$ cat config.mk
export PLATFORM = sky130hd
export DESIGN_NAME = grid_heatmap_argmax_detector_core
export DESIGN_NICKNAME = d
export VERILOG_FILES = /design/src/sv/gha_pkg.sv /design/src/sv/gha_dequant.sv /design/src/sv/grid_heatmap_argmax_detector_core.sv
export SDC_FILE = /design/constraint.sdc
export NUM_CORES = 1
export LEC_CHECK = 0
export BUFFER_PORTS_ARGS = -buffer_cell sky130_fd_sc_hd__buf_2
export CAP_MARGIN = 20
export CORE_MARGIN = 2
export CORE_UTILIZATION = 52
export CTS_BUF_LIST = sky130_fd_sc_hd__clkbuf_4
export DETAILED_ROUTE_END_ITERATION = 6
export HOLD_SLACK_MARGIN = 0.06
export PLACE_DENSITY = 0.73
export SETUP_SLACK_MARGIN = 0.4
export SYNTH_ARGS = -nofsm -noshare
export SYNTH_HDL_FRONTEND = slang
export SYNTH_SLANG_ARGS = --single-unit
$ cat constraint.sdc
create_clock -name clk -period 11.95 [get_ports clk]
set_input_delay 2.9875 -clock clk [delete_from_list [all_inputs] [get_ports clk]]
set_output_delay 2.9875 -clock clk [all_outputs]
set_load 0.05 [all_outputs]
$ cat src/sv/gha_pkg.sv
// Shared types, widths, register codes and reset values for the heatmap argmax detector.
package gha_pkg;

  localparam int MAX_GRID_DEF    = 64;
  localparam int MAX_CLASSES_DEF = 32;

  localparam int RAW_W    = 8;
  localparam int ZP_W     = 8;
  localparam int SCALE_W  = 24;
  localparam int SCORE_W  = 33;
  localparam int GRID_W   = 7;
  localparam int CLS_CNT_W = 6;
  localparam int CELL_W   = 12;

  localparam int COL_OUT_W    = 6;
  localparam int ROW_OUT_W    = 6;
  localparam int CENTER_W     = 18;
  localparam int CLASS_OUT_W  = 5;

  localparam int IN_DATA_W  = 8;
  localparam int OUT_FIELDS_W = COL_OUT_W + ROW_OUT_W + 2 * CENTER_W + CLASS_OUT_W + SCORE_W;
  localparam int OUT_DATA_W = ((OUT_FIELDS_W + 7) / 8) * 8;

  localparam int CFG_IDX_W  = 3;
  localparam int CFG_DATA_W = 33;

  typedef enum logic [CFG_IDX_W-1:0] {
    REG_GRID_COLS   = 3'd0,
    REG_GRID_ROWS   = 3'd1,
    REG_CLASS_COUNT = 3'd2,
    REG_CELL_WIDTH  = 3'd3,
    REG_CELL_HEIGHT = 3'd4,
    REG_ZERO_POINT  = 3'd5,
    REG_SCORE_SCALE = 3'd6,
    REG_THRESHOLD   = 3'd7
  } cfg_reg_t;

  localparam logic [GRID_W-1:0]         GRID_COLS_RST   = 7'd12;
  localparam logic [GRID_W-1:0]         GRID_ROWS_RST   = 7'd12;
  localparam logic [CLS_CNT_W-1:0]      CLASS_COUNT_RST = 6'd2;
  localparam logic [CELL_W-1:0]         CELL_WIDTH_RST  = 12'd8;
  localparam logic [CELL_W-1:0]         CELL_HEIGHT_RST = 12'd8;
  localparam logic signed [ZP_W-1:0]    ZERO_POINT_RST  = 8'sd0;
  localparam logic [SCALE_W-1:0]        SCORE_SCALE_RST = 24'd65536;
  localparam logic signed [SCORE_W-1:0] THRESHOLD_RST   = 33'sd32768000;

  // Dequantizer settings handed as one group.
  typedef struct packed {
    logic signed [ZP_W-1:0] zp_offset;
    logic [SCALE_W-1:0]     score_scale;
  } quant_cfg_t;

endpackage

$ cat src/sv/gha_dequant.sv
// Fixed-point dequantizer: (raw - zp_offset) * score_scale in 2^-16 units.
module gha_dequant (
  input  logic signed [gha_pkg::RAW_W-1:0]   raw_score,
  input  gha_pkg::quant_cfg_t                qcfg,
  output logic signed [gha_pkg::SCORE_W-1:0] score
);
  import gha_pkg::*;

  logic signed [RAW_W:0]       diff;
  logic signed [SCALE_W:0]     scale_s;
  logic signed [SCORE_W:0]     prod;

  always_comb begin
    diff    = (RAW_W + 1)'(raw_score) - (RAW_W + 1)'(qcfg.zp_offset);
    scale_s = $signed({1'b0, qcfg.score_scale});
    prod    = (SCORE_W + 1)'(diff) * (SCORE_W + 1)'(scale_s);
    // |diff| <= 255 and scale < 2^24, so the product fits in 33 bits signed
    score   = prod[SCORE_W-1:0];
  end

endmodule

$ cat src/sv/grid_heatmap_argmax_detector_core.sv
// Top level of the grid heatmap argmax detector.
// Usage: int8 class scores enter on in_* one item per cycle, row-major cells with
// the classes of a cell innermost. Each score is dequantized and compared with the
// running best of its cell; at a cell's last class one detection item leaves on
// out_* if some class strictly beat the threshold, otherwise nothing leaves.
// Registers are written on cfg_* (index, data); cfg_ready is always high. Write
// them only while no item is in flight.
// Path: a score taken on in_* goes to the input register; its detection, if any, goes
// from there into the result register and is presented on out_*.
// Throughput: one score per cycle while in_tready is high, set by the combinational
// dequantize multiply and 33-bit compare that update the running best.
// Reset (rst_n low, synchronous) loads the default registers, clears the class,
// column and row counters and empties both register stages.
// When the receiver stalls, the pending detection holds in the result register;
// scores that do not finish a cell keep flowing, and in_tready drops only when
// a cell-ending score would need the occupied result register.
module grid_heatmap_argmax_detector_core #(
  parameter int MAX_GRID    = gha_pkg::MAX_GRID_DEF,
  parameter int MAX_CLASSES = gha_pkg::MAX_CLASSES_DEF
) (
  input  logic                               clk,
  input  logic                               rst_n,
  // tdata: raw_score[7:0]
  input  logic [gha_pkg::IN_DATA_W-1:0]      in_tdata,
  input  logic                               in_tvalid,
  output logic                               in_tready,
  // tdata: cell_col[5:0], cell_row[11:6], center_x[29:12], center_y[47:30],
  //        best_class[52:48], best_score[85:53], zero[87:86]
  output logic [gha_pkg::OUT_DATA_W-1:0]     out_tdata,
  output logic                               out_tvalid,
  input  logic                               out_tready,
  input  logic                               cfg_valid,
  output logic                               cfg_ready,
  input  logic [gha_pkg::CFG_IDX_W-1:0]      cfg_index,
  input  logic [gha_pkg::CFG_DATA_W-1:0]     cfg_data
);
  import gha_pkg::*;

  localparam int GIW  = (MAX_GRID > 1) ? $clog2(MAX_GRID) : 1;
  localparam int CIW  = (MAX_CLASSES > 1) ? $clog2(MAX_CLASSES) : 1;
  localparam int MXW  = (GIW > CIW) ? ((GIW > GRID_W) ? GIW : GRID_W)
                                    : ((CIW > GRID_W) ? CIW : GRID_W);
  localparam int NW   = MXW + 2;
  localparam int CXW  = (GIW + CELL_W + 1 > CENTER_W) ? GIW + CELL_W + 1 : CENTER_W;
  localparam int GXW  = (GIW > COL_OUT_W) ? GIW : COL_OUT_W;
  localparam int KXW  = (CIW > CLASS_OUT_W) ? CIW : CLASS_OUT_W;
  localparam logic [NW-1:0] MAX_GRID_N    = NW'(MAX_GRID);
  localparam logic [NW-1:0] MAX_CLASSES_N = NW'(MAX_CLASSES);

  // configuration registers
  logic [GRID_W-1:0]         grid_cols_r, grid_rows_r;
  logic [CLS_CNT_W-1:0]      class_count_r;
  logic [CELL_W-1:0]         cell_width_r, cell_height_r;
  logic signed [ZP_W-1:0]    zp_offset_r;
  logic [SCALE_W-1:0]        score_scale_r;
  logic signed [SCORE_W-1:0] threshold_r;

  assign cfg_ready = 1'b1;

  always_ff @(posedge clk) begin
    if (!rst_n) begin
      grid_cols_r   <= GRID_COLS_RST;
      grid_rows_r   <= GRID_ROWS_RST;
      class_count_r <= CLASS_COUNT_RST;
      cell_width_r  <= CELL_WIDTH_RST;
      cell_height_r <= CELL_HEIGHT_RST;
      zp_offset_r   <= ZERO_POINT_RST;
      score_scale_r <= SCORE_SCALE_RST;
      threshold_r   <= THRESHOLD_RST;
    end else if (cfg_valid) begin
      case (cfg_reg_t'(cfg_index))
        REG_GRID_COLS:   grid_cols_r   <= cfg_data[GRID_W-1:0];
        REG_GRID_ROWS:   grid_rows_r   <= cfg_data[GRID_W-1:0];
        REG_CLASS_COUNT: class_count_r <= cfg_data[CLS_CNT_W-1:0];
        REG_CELL_WIDTH:  cell_width_r  <= cfg_data[CELL_W-1:0];
        REG_CELL_HEIGHT: cell_height_r <= cfg_data[CELL_W-1:0];
        REG_ZERO_POINT:  zp_offset_r   <= cfg_data[ZP_W-1:0];
        REG_SCORE_SCALE: score_scale_r <= cfg_data[SCALE_W-1:0];
        REG_THRESHOLD:   threshold_r   <= cfg_data[SCORE_W-1:0];
        default: ;
      endcase
    end
  end

  // input register
  logic                    in_valid_r;
  logic signed [RAW_W-1:0] raw_r;
  logic                    proc_fire;

  assign in_tready = !in_valid_r || proc_fire;

  always_ff @(posedge clk) begin
    if (!rst_n) begin
      in_valid_r <= 1'b0;
    end else if (in_tready) begin
      in_valid_r <= in_tvalid;
    end
  end

  always_ff @(posedge clk) begin
    if (in_tvalid && in_tready) begin
      raw_r <= in_tdata[RAW_W-1:0];
    end
  end

  // dequantize
  quant_cfg_t                qcfg;
  logic signed [SCORE_W-1:0] score;

  assign qcfg.zp_offset   = zp_offset_r;
  assign qcfg.score_scale = score_scale_r;

  gha_dequant u_dequant (
    .raw_score (raw_r),
    .qcfg      (qcfg),
    .score     (score)
  );

  // cell tracking state
  logic [CIW-1:0]            class_idx_r, class_idx_nxt;
  logic [GIW-1:0]            col_idx_r, col_idx_nxt;
  logic [GIW-1:0]            row_idx_r, row_idx_nxt;
  logic signed [SCORE_W-1:0] best_score_r, best_score_nxt;
  logic [CIW-1:0]            best_class_r, best_class_nxt;
  logic                      found_r, found_nxt;

  logic [NW-1:0] ncls, ncol, nrow;
  logic          last_class, last_col, last_row;
  logic          emit, out_free;
  logic signed [SCORE_W-1:0] base_score;
  logic [CIW-1:0]            base_class;
  logic                      base_found;

  // effective counts: clamp to [1, MAX]
  always_comb begin
    if (class_count_r == '0) ncls = NW'(1);
    else if (NW'(class_count_r) > MAX_CLASSES_N) ncls = MAX_CLASSES_N;
    else ncls = NW'(class_count_r);
    if (grid_cols_r == '0) ncol = NW'(1);
    else if (NW'(grid_cols_r) > MAX_GRID_N) ncol = MAX_GRID_N;
    else ncol = NW'(grid_cols_r);
    if (grid_rows_r == '0) nrow = NW'(1);
    else if (NW'(grid_rows_r) > MAX_GRID_N) nrow = MAX_GRID_N;
    else nrow = NW'(grid_rows_r);
  end

  always_comb begin
    last_class = (NW'(class_idx_r) + NW'(1)) >= ncls;
    last_col   = (NW'(col_idx_r) + NW'(1)) >= ncol;
    last_row   = (NW'(row_idx_r) + NW'(1)) >= nrow;

    // reload the running best from the threshold at a cell's first class
    if (class_idx_r == '0) begin
      base_score = threshold_r;
      base_class = '0;
      base_found = 1'b0;
    end else begin
      base_score = best_score_r;
      base_class = best_class_r;
      base_found = found_r;
    end

    if (score > base_score) begin
      best_score_nxt = score;
      best_class_nxt = class_idx_r;
      found_nxt      = 1'b1;
    end else begin
      best_score_nxt = base_score;
      best_class_nxt = base_class;
      found_nxt      = base_found;
    end

    emit = last_class && found_nxt;

    if (last_class) begin
      class_idx_nxt = '0;
      if (last_col) begin
        col_idx_nxt = '0;
        row_idx_nxt = last_row ? '0 : row_idx_r + GIW'(1);
      end else begin
        col_idx_nxt = col_idx_r + GIW'(1);
        row_idx_nxt = row_idx_r;
      end
    end else begin
      class_idx_nxt = class_idx_r + CIW'(1);
      col_idx_nxt   = col_idx_r;
      row_idx_nxt   = row_idx_r;
    end
  end

  logic out_valid_r;

  assign out_free  = !out_valid_r || out_tready;
  // hold a cell-ending item that emits a detection only while the result register is occupied and not being read
  assign proc_fire = in_valid_r && (!emit || out_free);

  always_ff @(posedge clk) begin
    if (!rst_n) begin
      class_idx_r  <= '0;
      col_idx_r    <= '0;
      row_idx_r    <= '0;
      best_score_r <= '0;
      best_class_r <= '0;
      found_r      <= 1'b0;
    end else if (proc_fire) begin
      class_idx_r  <= class_idx_nxt;
      col_idx_r    <= col_idx_nxt;
      row_idx_r    <= row_idx_nxt;
      best_score_r <= best_score_nxt;
      best_class_r <= best_class_nxt;
      found_r      <= found_nxt;
    end
  end

  // box centers
  logic [CXW-1:0] cx_full, cy_full;
  logic [GXW-1:0] col_ext, row_ext;
  logic [KXW-1:0] class_ext;

  always_comb begin
    cx_full   = CXW'(col_idx_r) * CXW'(cell_width_r) + CXW'(cell_width_r >> 1);
    cy_full   = CXW'(row_idx_r) * CXW'(cell_height_r) + CXW'(cell_height_r >> 1);
    col_ext   = GXW'(col_idx_r);
    row_ext   = GXW'(row_idx_r);
    class_ext = KXW'(best_class_nxt);
  end

  // result register
  logic [OUT_DATA_W-1:0] out_data_r;

  always_ff @(posedge clk) begin
    if (!rst_n) begin
      out_valid_r <= 1'b0;
    end else if (proc_fire && emit) begin
      out_valid_r <= 1'b1;
    end else if (out_tready) begin
      out_valid_r <= 1'b0;
    end
  end

  always_ff @(posedge clk) begin
    if (proc_fire && emit) begin
      out_data_r <= OUT_DATA_W'({best_score_nxt,
                                 class_ext[CLASS_OUT_W-1:0],
                                 cy_full[CENTER_W-1:0],
                                 cx_full[CENTER_W-1:0],
                                 row_ext[ROW_OUT_W-1:0],
                                 col_ext[COL_OUT_W-1:0]});
    end
  end

  assign out_tvalid = out_valid_r;
  assign out_tdata  = out_data_r;

endmodule

==> impl_results.md, run 1 <==
* Hold Vio Cnt, Final at 0
* Clk buf depth at 3
* Drc violations at 0
* Critical Path AT at 9.20 ns
* Total power at roughly 2.8 mW
* Sink Count at 261
* Synth cell types at 67
* Via/cell ratio at roughly 5.6
* Final core occ at 0.592
* Final worst path period share at 1.02
* Die area at about 0.047 mm^2
* Synthesized cell area at 0.0233 mm^2
* Reg2reg path depth at 38
* Crit-path max FO at 4
* Area growth syn-to-layout at 12.3%
* Async SR Flop Fraction at 0
* P_int at around 1.8 mW
* Simple-Gate Fraction of Synth Area at 0.193
* Biggest cell delay along the critical path at 0.56 ns
* Main combinational cell family by area after synthesis: adder cells
* Share of layout cells above drive strength 1 at 0.142
* Leakage power figure at 12.1 nW
* Slew Limit Fails at 0
* Final Skew at 0.0457 ns
* Sequential fraction of the synthesis area at 0.265
* Gr usage total at 0.265
* Largest net degree at the start of global routing at 75
* Most used flip-flop cell after synthesis: dfxtp_1
* WL final at 59700 um
* CTS tree: yes
* Total power density per cell area at 107 mW/mm^2
* Worst Tran Pin Value at 1.07 ns
* Grt total ovfl at 0
* Clock transition at path regs at 0.06 ns
* RSZ-0062 raised after global routing: true
* Chip Height at 216 um
* Inst Count DP at 3204
* Fin cells at ~3400
* Post-DR wirelength/cell at around 18 um
* CP Capture Type: output pin
* Xor/xnor share of the synthesized area at 0.0259
* TritonCTS buffer count at between 70 and 80
* H-tree lvl count at 3
* Initial DRC count at 1461
* Slew Limit Headroom at 0.287
* Critical path class: flop to output pin
* Fmax at just over 80 MHz
* Hold path cells at 2
* Critical Path Start Type: flop
* HP Start: best_score_r[21]
* # IOs at 140
* Post-DRT Antenna Nets at 0
* Slowest CP cell: fa_1
* Sw Ratio at 0.358
* Clk pwr share at 0.309
* CP Data Required Time at ~9 ns
* CP dominant cell by count: fa_1
* Pre-antenna DRT Iters at 5
* Synth Area in Adders at 0.336
* Core ar. at 0.0442 mm^2
* Peak VDD IR at 0.117 mV
* Cells after synthesis at 2554
* Ys Warns at 0
* FP Rows at 77
* Vias in the first global route at slightly below 20000
* Crit path launch: raw_r[1]
* Post-layout nets at about 3200
* Routed vias at roughly 19000
* Clk Latency, worst-skew pair at 0.79 ns
* RR Startpoint: raw_r[1]
* Outcome: complete, but fails checks
* Initial antenna violation count at 1
* Synth Area in Compound Gates at 0.0959
* Avg Inst Size Synth at around 9 um^2
* Logic pwr share at 0.333
* Die width at 216 um
* Port-buffer cells at 136
* HP Class: flop to flop
* Fill count at 3766
* Initial core utilization at 0.527
* Post-synthesis mux area share at 0.0237
* Sequential share of power at 0.357
* Switching pwr at approximately 1 mW
* Post-detail-place hpwl at 44500 um
* Failing checks: negative setup slack
* Max-Cap Viols at 0
* Final setup violation count at 1
* Post-CTS Hold Buffers at 0
* Routability cong. at 0.965
* Root Buffer: clkbuf_4
* Post-route setup slack at -0.240 ns
* Final worst path period need at 12.19 ns
* First-pass GRT wire length at 98700 um
* Post-synth EDFFs at 94
* Seq cells post-synth at 261
routing by layer:
metal | GRT usage | routed length (um) | up-vias
met2 | 0.448 | 29100 | 671
li1 | - | - | 8747
met4 | 0.112 | 2310 | 0
met3 | 0.0438 | 3390 | 157
met5 | 0 | 0 | -
met1 | 0.337 | 25000 | 9170
power groups by stage:
stage / clock [mW] / combinational [mW] / sequential [mW]
6_report: 0.864 / 0.931 / 0.999
5_1_grt: 0.934 / 1.02 / 1.00
4_1_cts: 0.888 / 0.890 / 0.998
3_5_place_dp: 0 / 0.821 / 1.02
3_3_place_gp: 0 / 0.804 / 1.02
2_1_floorplan: 0 / 0.562 / 1.04
synthesized netlist by cell type, drive strengths merged (45+ instances only):
master | count | area (um^2)
nand2 | 466 | 1750
clkbuf | 91 | 342
mux2i | 54 | 541
xnor2 | 48 | 420
edfxtp | 94 | 2820
o21ai | 45 | 225
fa | 254 | 5080
ha | 220 | 2750
nor2 | 128 | 480
nand2b | 63 | 394
a21oi | 186 | 935
dfxtp | 167 | 3340
nand3 | 59 | 295
and2 | 143 | 895
inv | 256 | 961
final timing paths:
kind                                    endpoint  slack, ns
worst min register to register  best_score_r[21]       0.45
worst max-delay path                   in_tready      -0.24
worst min-delay path            best_score_r[21]       0.45
worst max register to register        row_ext[2]       2.04
timing repair:
item                       in CTS  in global routing
cloned                          3                  0
buffers inserted               16                  6
pin swaps                      46                 36
setup endpoints to repair       1                  1
resized for setup              55                 24
worst max-delay path, delay by kind of cell, from the launching register on:
| family | cells | cell delay [ns] |
|---|---|---|
| XOR/XNOR | 2 | 0.35 |
| buffers and inverters | 7 | 0.92 |
| flip-flops | 1 | 0.39 |
| AND/OR/NAND/NOR | 7 | 0.95 |
| AO/OA/AOI/OAI | 13 | 2.65 |
| adder cells (fa/ha/maj) | 8 | 3.16 |
cell usage in the layout, fill, tap and decap left out, types with 16 or more instances in the layout:
| cell type | netlist | routed |
|---|---|---|
| o21ai_0 | 44 | 38 |
| nor3_1 | 33 | 30 |
| a21oi_1 | 185 | 180 |
| fa_1 | 254 | 252 |
| and2_1 | 142 | 139 |
| xor2_1 | 21 | 21 |
| nand3_1 | 59 | 59 |
| clkbuf_4 | 0 | 109 |
| buf_4 | 3 | 47 |
| nor2b_1 | 17 | 16 |
| xnor2_1 | 48 | 45 |
| o21a_1 | 20 | 20 |
| ha_1 | 220 | 206 |
| edfxtp_1 | 94 | 94 |
| nand2_1 | 466 | 464 |
| buf_2 | 12 | 136 |
| a21o_1 | 19 | 19 |
| mux2i_1 | 54 | 53 |
| dfxtp_1 | 167 | 166 |
| nand2b_1 | 63 | 63 |
| nor2_1 | 128 | 124 |
| inv_1 | 256 | 253 |
| o2bb2ai_1 | 21 | 21 |
layout make-up:
type                       count  area [um^2]  area share
multi-input combinational   1926        16200       0.618
inverter                     257          966      0.0369
antenna                        1         2.50   0.0000956
timing repair buffer         193         1170      0.0446
sequential                   261         6170       0.236
clock buffer                 109          818      0.0313
tap                          592          741      0.0283
clock inverter                24          149     0.00569
state kept, by name (all words and copies together) (netlist names), 7 cells and up:
name and cells:
grid_rows_r 7, threshold_r 33, out_tdata 86, raw_r 8
cell_height_r 12, grid_cols_r 7, score_scale_r 24, best_score_r 33
cell_width_r 12, zp_offset_r 8
through the flow:
step                hold slack [ns]  setup WS [ns]  setup TNS (ns)  area, um^2
floorplan                     0.406          0.483               0       23300
global placement              0.435          0.264               0       24600
detailed placement            0.440         0.0542               0       24600
CTS                           0.449         -0.193          -0.193       26000
global route                  0.466         -0.661          -0.661       26200
finish                        0.448         -0.240          -0.240       26200
cell families after synthesis:
logic type | Yosys count
other | 2
AO/OA/AOI/OAI | 359
XOR/XNOR | 69
AND/OR/NAND/NOR | 966
multiplexers | 55
buffers and inverters | 368
adder cells (fa/ha/maj) | 474
flip-flops | 261
(Power assumes the default switching activity.)
==> inputs of run 2 (changes only) <==
--- a/config.mk
+++ b/config.mk
@@ -7,6 +7,7 @@
 export LEC_CHECK = 0
 export BUFFER_PORTS_ARGS = -buffer_cell sky130_fd_sc_hd__buf_2
 export CAP_MARGIN = 20
+export CORE_ASPECT_RATIO = 0.6
 export CORE_MARGIN = 2
 export CORE_UTILIZATION = 52
 export CTS_BUF_LIST = sky130_fd_sc_hd__clkbuf_4
==> impl_results.md, run 2 (same netlist as run 1, synthesis figures left out) <==
* HP Start: best_score_r[23]
* CP dominant cell by count: fa_1
* Routability cong. at 0.964 (about the same)
* Fmax at 81.6 MHz (-0.47%)
* Buf/Inv on CP at 7 (unchanged)
* Peak VDD IR at 0.0659 mV (-44%)
* Area growth syn-to-layout at 13.4%
* Die area at 0.0466 mm^2 (+0.12%)
* Crit-path max FO at 5 (+1)
* Setup TNS at -0.298 ns (-0.0580 ns)
* Hold EP: best_score_r[23]
* Initial core utilization at 0.523 (-0.00351)
* Gr usage total at 0.282 (+0.0168)
* Crit path launch: raw_r[1]
* RR Endpoint: row_ext[2]
* Post-route setup slack at -0.298 ns (-0.0580 ns)
* Max reg flops at 86 (unchanged)
* HP Class: flop to flop
* RR Startpoint: raw_r[1]
* Hold Vio Cnt, Final at 0 (unchanged)
* Biggest cell delay along the critical path at 0.54 ns (-0.02 ns)
* Largest net degree at the start of global routing at 80 (+6.7%)
* Failing checks: negative setup slack
* Met1 Usage GRT at 0.411 (+0.0739)
* Drc violations at 0 (unchanged)
* Logic pwr share at 0.348 (+0.015)
* Core ar. at 0.0445 mm^2 (+0.67%)
* Final worst path period need at 12.25 ns (+0.0580 ns)
* Max-Cap Viols at 0 (unchanged)
* Via/cell ratio at 5.62 (+0.82%)
* Clk buf depth at 3 (unchanged)
* Initial DRC count at 1718 (+18%)
* Share of layout cells above drive strength 1 at 0.151 (+0.00929)
* Critical Path AT at 9.26 ns (+0.06 ns)
* CTS tree: yes
* Post-DRT Antenna Nets at 0 (unchanged)
* Commonest cells after routing, fill and taps aside: nand2_1 (465), inv_1 (253), fa_1 (246), ha_1 (202), a21oi_1 (179)
* Post-layout nets at 3254 (+0.56%)
* Slew Limit Fails at 0 (unchanged)
* CP Data Required Time at 8.96 ns (about the same)
* Reg2reg path depth at 40 (+5.3%)
* Register area at 0.00617 mm^2 (unchanged)
* Pre-antenna DRT Iters at 7 (+2)
* Final worst path period share at 1.02 (+0.00485)
* Root Buffer: clkbuf_4
* Post-detail-place hpwl at 47800 um (+7.4%)
* Routed vias at 19000 (+1.2%)
* Grt total ovfl at 0 (unchanged)
* Final Skew at 0.0669 ns (+0.0212 ns)
* Worst Tran Pin Value at 0.907 ns (-0.161 ns)
* Sw Ratio at 0.372 (+0.0136)
* Clock transition at path regs at 0.07 ns (about the same)
* Final setup violation count at 1 (unchanged)
* FP Rows at 60 (-22%)
* Met3 usage at 0.0953 (+0.0515)
* TritonCTS buffer count at 70 (-5.4%)
* Port-buffer cells at 136 (unchanged)
* Post-CTS Hold Buffers at 0 (unchanged)
* Initial antenna violation count at 1 (unchanged)
* Worst path top cell family by delay: adder cells
* WL final at 64600 um (+8.1%)
* Chip Height at 168 um (-22%)
* Sink Count at 261 (unchanged)
* Pre-CTS setup slack at -0.157 ns (-0.211 ns)
* Multi-input gate area at 0.0163 mm^2 (+0.64%)
* Clk pwr share at 0.300 (-0.009)
* Switching pwr at 1.05 mW (+5.3%)
* Commonest non-fill, non-tap cell in the layout: nand2_1
* Clk Latency, worst-skew pair at 0.79 ns (about the same)
* P_int at 1.78 mW (-0.71%)
* Reg2reg setup slack at 2.00 ns (-0.04 ns)
* First-pass GRT wire length at 104000 um (+5.2%)
* Vias in the first global route at 19000 (-2.2%)
* H-tree lvl count at 3 (unchanged)
* GRT busiest layer: met1
* Critical Path Start Type: flop
* # IOs at 140 (unchanged)
* Sequential share of power at 0.352 (-0.005)
* Critical path class: flop to output pin
* Total power density per cell area at 107 mW/mm^2 (+0.45%)
* Leakage power figure at 12.2 nW (+0.68%)
* Hold path cells at 2 (unchanged)
* Slew Limit Headroom at 0.395 (+0.108)
* Die width at 277 um (+29%)
* Outcome: complete, but fails checks
* Slowest CP cell: fa_1
* CP Capture Type: output pin
* Met2 usage at 0.402 (-0.0464)
* Fill count at 3770 (+0.11%)
* RSZ-0062 raised after global routing: true
* Post-DR wirelength/cell at 19.1 um (+7.7%)
-- run 2: layout make-up --
class / count / area share
well taps: 589 / 0.0279
diodes: 1 / 0.0000947
multi-input cells: 1926 / 0.615
clock inverters: 26 / 0.00634
repair buffers: 215 / 0.0518
flip-flops and latches: 261 / 0.233
inverters: 257 / 0.0366
clock buffers: 100 / 0.0284
-- run 2: power groups by stage --
stage          Clock, mW  Sequential (mW)  Combinational [mW]
5_1_grt            0.919             1.00                1.07
2_1_floorplan          0             1.04               0.562
6_report           0.849            0.998               0.987
3_3_place_gp           0             1.02               0.839
4_1_cts            0.871            0.998               0.940
3_5_place_dp           0             1.02               0.855
-- run 2: timing repair --
action	in CTS	in global routing
endpoints found under the hold margin	0	0
setup endpoints to repair	1	1
gates cloned	2	1
resized for setup	76	23
buffers inserted	26	12
pin swaps	62	40
-- run 2: metrics by stage --
step | utilization | hold slack, ns | power [mW] | instance area [um^2] | instances
finish | 0.594 | 0.449 | 2.83 | 26400 | 3375
global route | 0.594 | 0.471 | 2.99 | 26400 | 3375
CTS | 0.589 | 0.451 | 2.81 | 26200 | 3360
detailed placement | 0.553 | 0.442 | 1.87 | 24600 | 3206
global placement | 0.553 | 0.435 | 1.85 | 24600 | 3206
floorplan | - | 0.406 | 1.60 | 23300 | 2555
-- run 2: routing by layer --
| metal | vias up | routed length [um] |
|---|---|---|
| li1 | 8768 | - |
| met1 | 9324 | 29900 |
| met2 | 788 | 26700 |
| met3 | 87 | 6920 |
| met4 | 0 | 1070 |
| met5 | - | 0 |
-- run 2: how the worst max path moves through the flow --
stage,cells after the start,slack (ns),endpoint
after global routing,40,-0.64,in_tready
after detailed placement,37,-0.16,in_tready
final,39,-0.30,in_tready
after global placement,41,0.16,in_tready
after CTS,38,-0.15,in_tready
after floorplan,39,0.48,in_tready
-- run 2: worst min-delay path, cell delays in order, from the launching register on --
cell,delay [ns]
dfxtp_1,0.31
nand3_1,0.06
nand2_1,0.04
==> inputs of run 3 (changes only) <==
--- a/config.mk
+++ b/config.mk
@@ -8,7 +8,7 @@
 export BUFFER_PORTS_ARGS = -buffer_cell sky130_fd_sc_hd__buf_2
 export CAP_MARGIN = 20
 export CORE_ASPECT_RATIO = 0.6
-export CORE_MARGIN = 2
+export CORE_MARGIN = 1.5
 export CORE_UTILIZATION = 52
 export CTS_BUF_LIST = sky130_fd_sc_hd__clkbuf_4
 export DETAILED_ROUTE_END_ITERATION = 6
==> impl_results.md, run 3 (same netlist as run 1, synthesis figures left out) <==
* Final Skew at 0.0790 ns (+0.0121 ns)
* Area growth syn-to-layout at 15.0%
* Inst Count DP at 3207 (+0.031%)
* Pre-CTS setup slack at -0.146 ns (+0.0106 ns)
* Port-buffer cells at 136 (unchanged)
* Post-detail-place hpwl at 49600 um (+3.9%)
* Post-CTS Hold Buffers at 0 (unchanged)
* Sw Ratio at 0.368 (-0.00336)
* CTS tree: yes
* CP Capture Type: output pin
* Reg2reg path depth at 39 (-2.5%)
* Die width at 276 um (-0.36%)
* Initial antenna violation count at 2 (+1)
* Slew Limit Headroom at 0.226 (-0.169)
* Routed vias at 19100 (+0.67%)
* CP Data Required Time at 8.96 ns (about the same)
* P_int at 1.85 mW (+3.8%)
* HP Start: best_score_r[13]
* TritonCTS buffer count at 67 (-4.3%)
* Post-layout nets at 3273 (+0.58%)
* First-pass GRT wire length at 105000 um (+1.5%)
* Drc violations at 0 (unchanged)
* Root Buffer: clkbuf_4
* Worst Tran Pin Value at 1.16 ns (+0.253 ns)
* Critical path class: flop to output pin
* Reg2reg setup slack at 2.01 ns (about the same)
* Hold Vio Cnt, Final at 0 (unchanged)
* Critical Path Start Type: flop
* Leakage power figure at 12.3 nW (+0.87%)
* Initial core utilization at 0.532 (+0.00887)
* Clk buf depth at 3 (unchanged)
* Clk Latency, worst-skew pair at 0.81 ns (+0.02 ns)
* Largest net degree at the start of global routing at 82 (+2.5%)
* Cell area after placement at 0.0247 mm^2 (+0.28%)
* Vias in the first global route at 19100 (+0.55%)
* Logic pwr share at 0.368 (+0.020)
* CP dominant cell by count: buf_4
* Crit-path max FO at 7 (+2)
* Slowest CP cell: fa_2
* H-tree lvl count at 3 (unchanged)
* HP Class: flop to flop
* Failing checks: negative setup slack
* Final setup violation count at 1 (unchanged)
* Fin cells at 3381 (+0.18%)
* Core ar. at 0.0438 mm^2 (-1.7%)
* Final worst path period share at 1.02 (-0.00336)
* Initial DRC count at 1732 (+0.81%)
* Final Cell Area at 0.0268 mm^2 (+1.3%)
* Die area at 0.0461 mm^2 (-0.95%)
* Post-DR wirelength/cell at 19.5 um (+2.1%)
* Chip Height at 167 um (-0.60%)
* Outcome: complete, but fails checks
* RR Startpoint: raw_r[1]
* Via/cell ratio at 5.65 (+0.50%)
* Fmax at 81.9 MHz (+0.33%)
* Critical Path AT at 9.22 ns (-0.04 ns)
* Share of layout cells above drive strength 1 at 0.165 (+0.0138)
* Routability cong. at 0.935 (-3.0%)
* RR Endpoint: best_score_r[16]
* Clock transition at path regs at 0.07 ns (about the same)
* Fill count at 3720 (-1.3%)
* Pre-antenna DRT Iters at 5 (-2)
* Biggest cell delay along the critical path at 0.63 ns (+0.09 ns)
* Max-Cap Viols at 0 (unchanged)
* # IOs at 140 (unchanged)
* Hold EP: best_score_r[13]
* Final worst path period need at 12.21 ns (-0.0402 ns)
* Grt total ovfl at 0 (unchanged)
* Clk pwr share at 0.290 (-0.010)
* Post-DRT Antenna Nets at 0 (unchanged)
* Peak VDD IR at 0.0690 mV (+4.8%)
* Commonest non-fill, non-tap cell in the layout: nand2_1
* Sequential share of power at 0.341 (-0.011)
* Sink Count at 261 (unchanged)
* FP Rows at 59 (-1.7%)
* Post-route setup slack at -0.257 ns (+0.0402 ns)
* Switching pwr at 1.08 mW (+2.3%)
* WL final at 66000 um (+2.3%)
* Total power density per cell area at 109 mW/mm^2 (+1.8%)
* Gr usage total at 0.291 (+0.00949)
* RSZ-0062 raised after global routing: true
* Max reg flops at 86 (unchanged)
* Slew Limit Fails at 0 (unchanged)
* Commonest cells after routing, fill and taps aside: nand2_1 (462), inv_1 (252), fa_1 (241), ha_1 (194), a21oi_1 (179)
* Hold path cells at 2 (unchanged)
[run 3: how the worst max path moves through the flow]
stage,cells after the start,endpoint,slack [ns],from
floorplan,39,in_tready,0.48,raw_r[1]
CTS,38,in_tready,-0.37,raw_r[1]
global placement,34,in_tready,0.12,raw_r[1]
finish,37,in_tready,-0.26,raw_r[1]
global route,37,in_tready,-0.55,raw_r[1]
detailed placement,34,in_tready,-0.15,raw_r[1]
[run 3: area by class of cell]
class	instances	area, um^2	area share
repair buffers	237	1550	0.0578
well taps	579	724	0.0271
diodes	2	5.00	0.000187
multi-input cells	1926	16500	0.615
clock buffers	93	698	0.0261
inverters	257	966	0.0361
clock inverters	26	216	0.00808
flip-flops and latches	261	6170	0.230
[run 3: timing repair]
action	CTS	global route
resized for setup	56	83
setup buffers	27	22
pin swaps	39	79
setup endpoints to repair	1	1
cloned	2	1
[run 3: stage by stage]
stage,hold WS [ns],utilization,setup TNS [ns],total power [mW]
6_report,0.450,0.612,-0.257,2.92
5_1_grt,0.473,0.612,-0.552,3.08
4_1_cts,0.457,0.597,-0.369,2.82
3_5_place_dp,0.449,0.564,-0.146,1.89
3_3_place_gp,0.435,0.564,0,1.87
2_1_floorplan,0.406,-,0,1.60
[run 3: power by group through the flow]
stage | Combinational [mW] | Sequential [mW] | Clock (mW)
floorplan | 0.562 | 1.04 | 0
global placement | 0.859 | 1.02 | 0
detailed placement | 0.877 | 1.02 | 0
CTS | 0.951 | 0.998 | 0.870
global route | 1.16 | 1.00 | 0.917
finish | 1.08 | 0.998 | 0.850
[run 3: worst max-delay path, delay by kind of cell (launching register included)]
family / cells / cell delay (ns)
adders and majority gates: 8 / 3.20
xor gates and xnor gates: 2 / 0.22
AOI/OAI and AO/OA: 14 / 2.74
buffers and inverters: 7 / 0.99
DFF: 1 / 0.39
and+or+nand+nor: 6 / 0.90
[run 3: routing by layer]
metal	vias up	track usage	routed length (um)
met4	4	0.0694	1130
met1	9347	0.431	30400
met5	-	0	80
met3	101	0.0894	7140
li1	8803	-	-
met2	840	0.413	27200
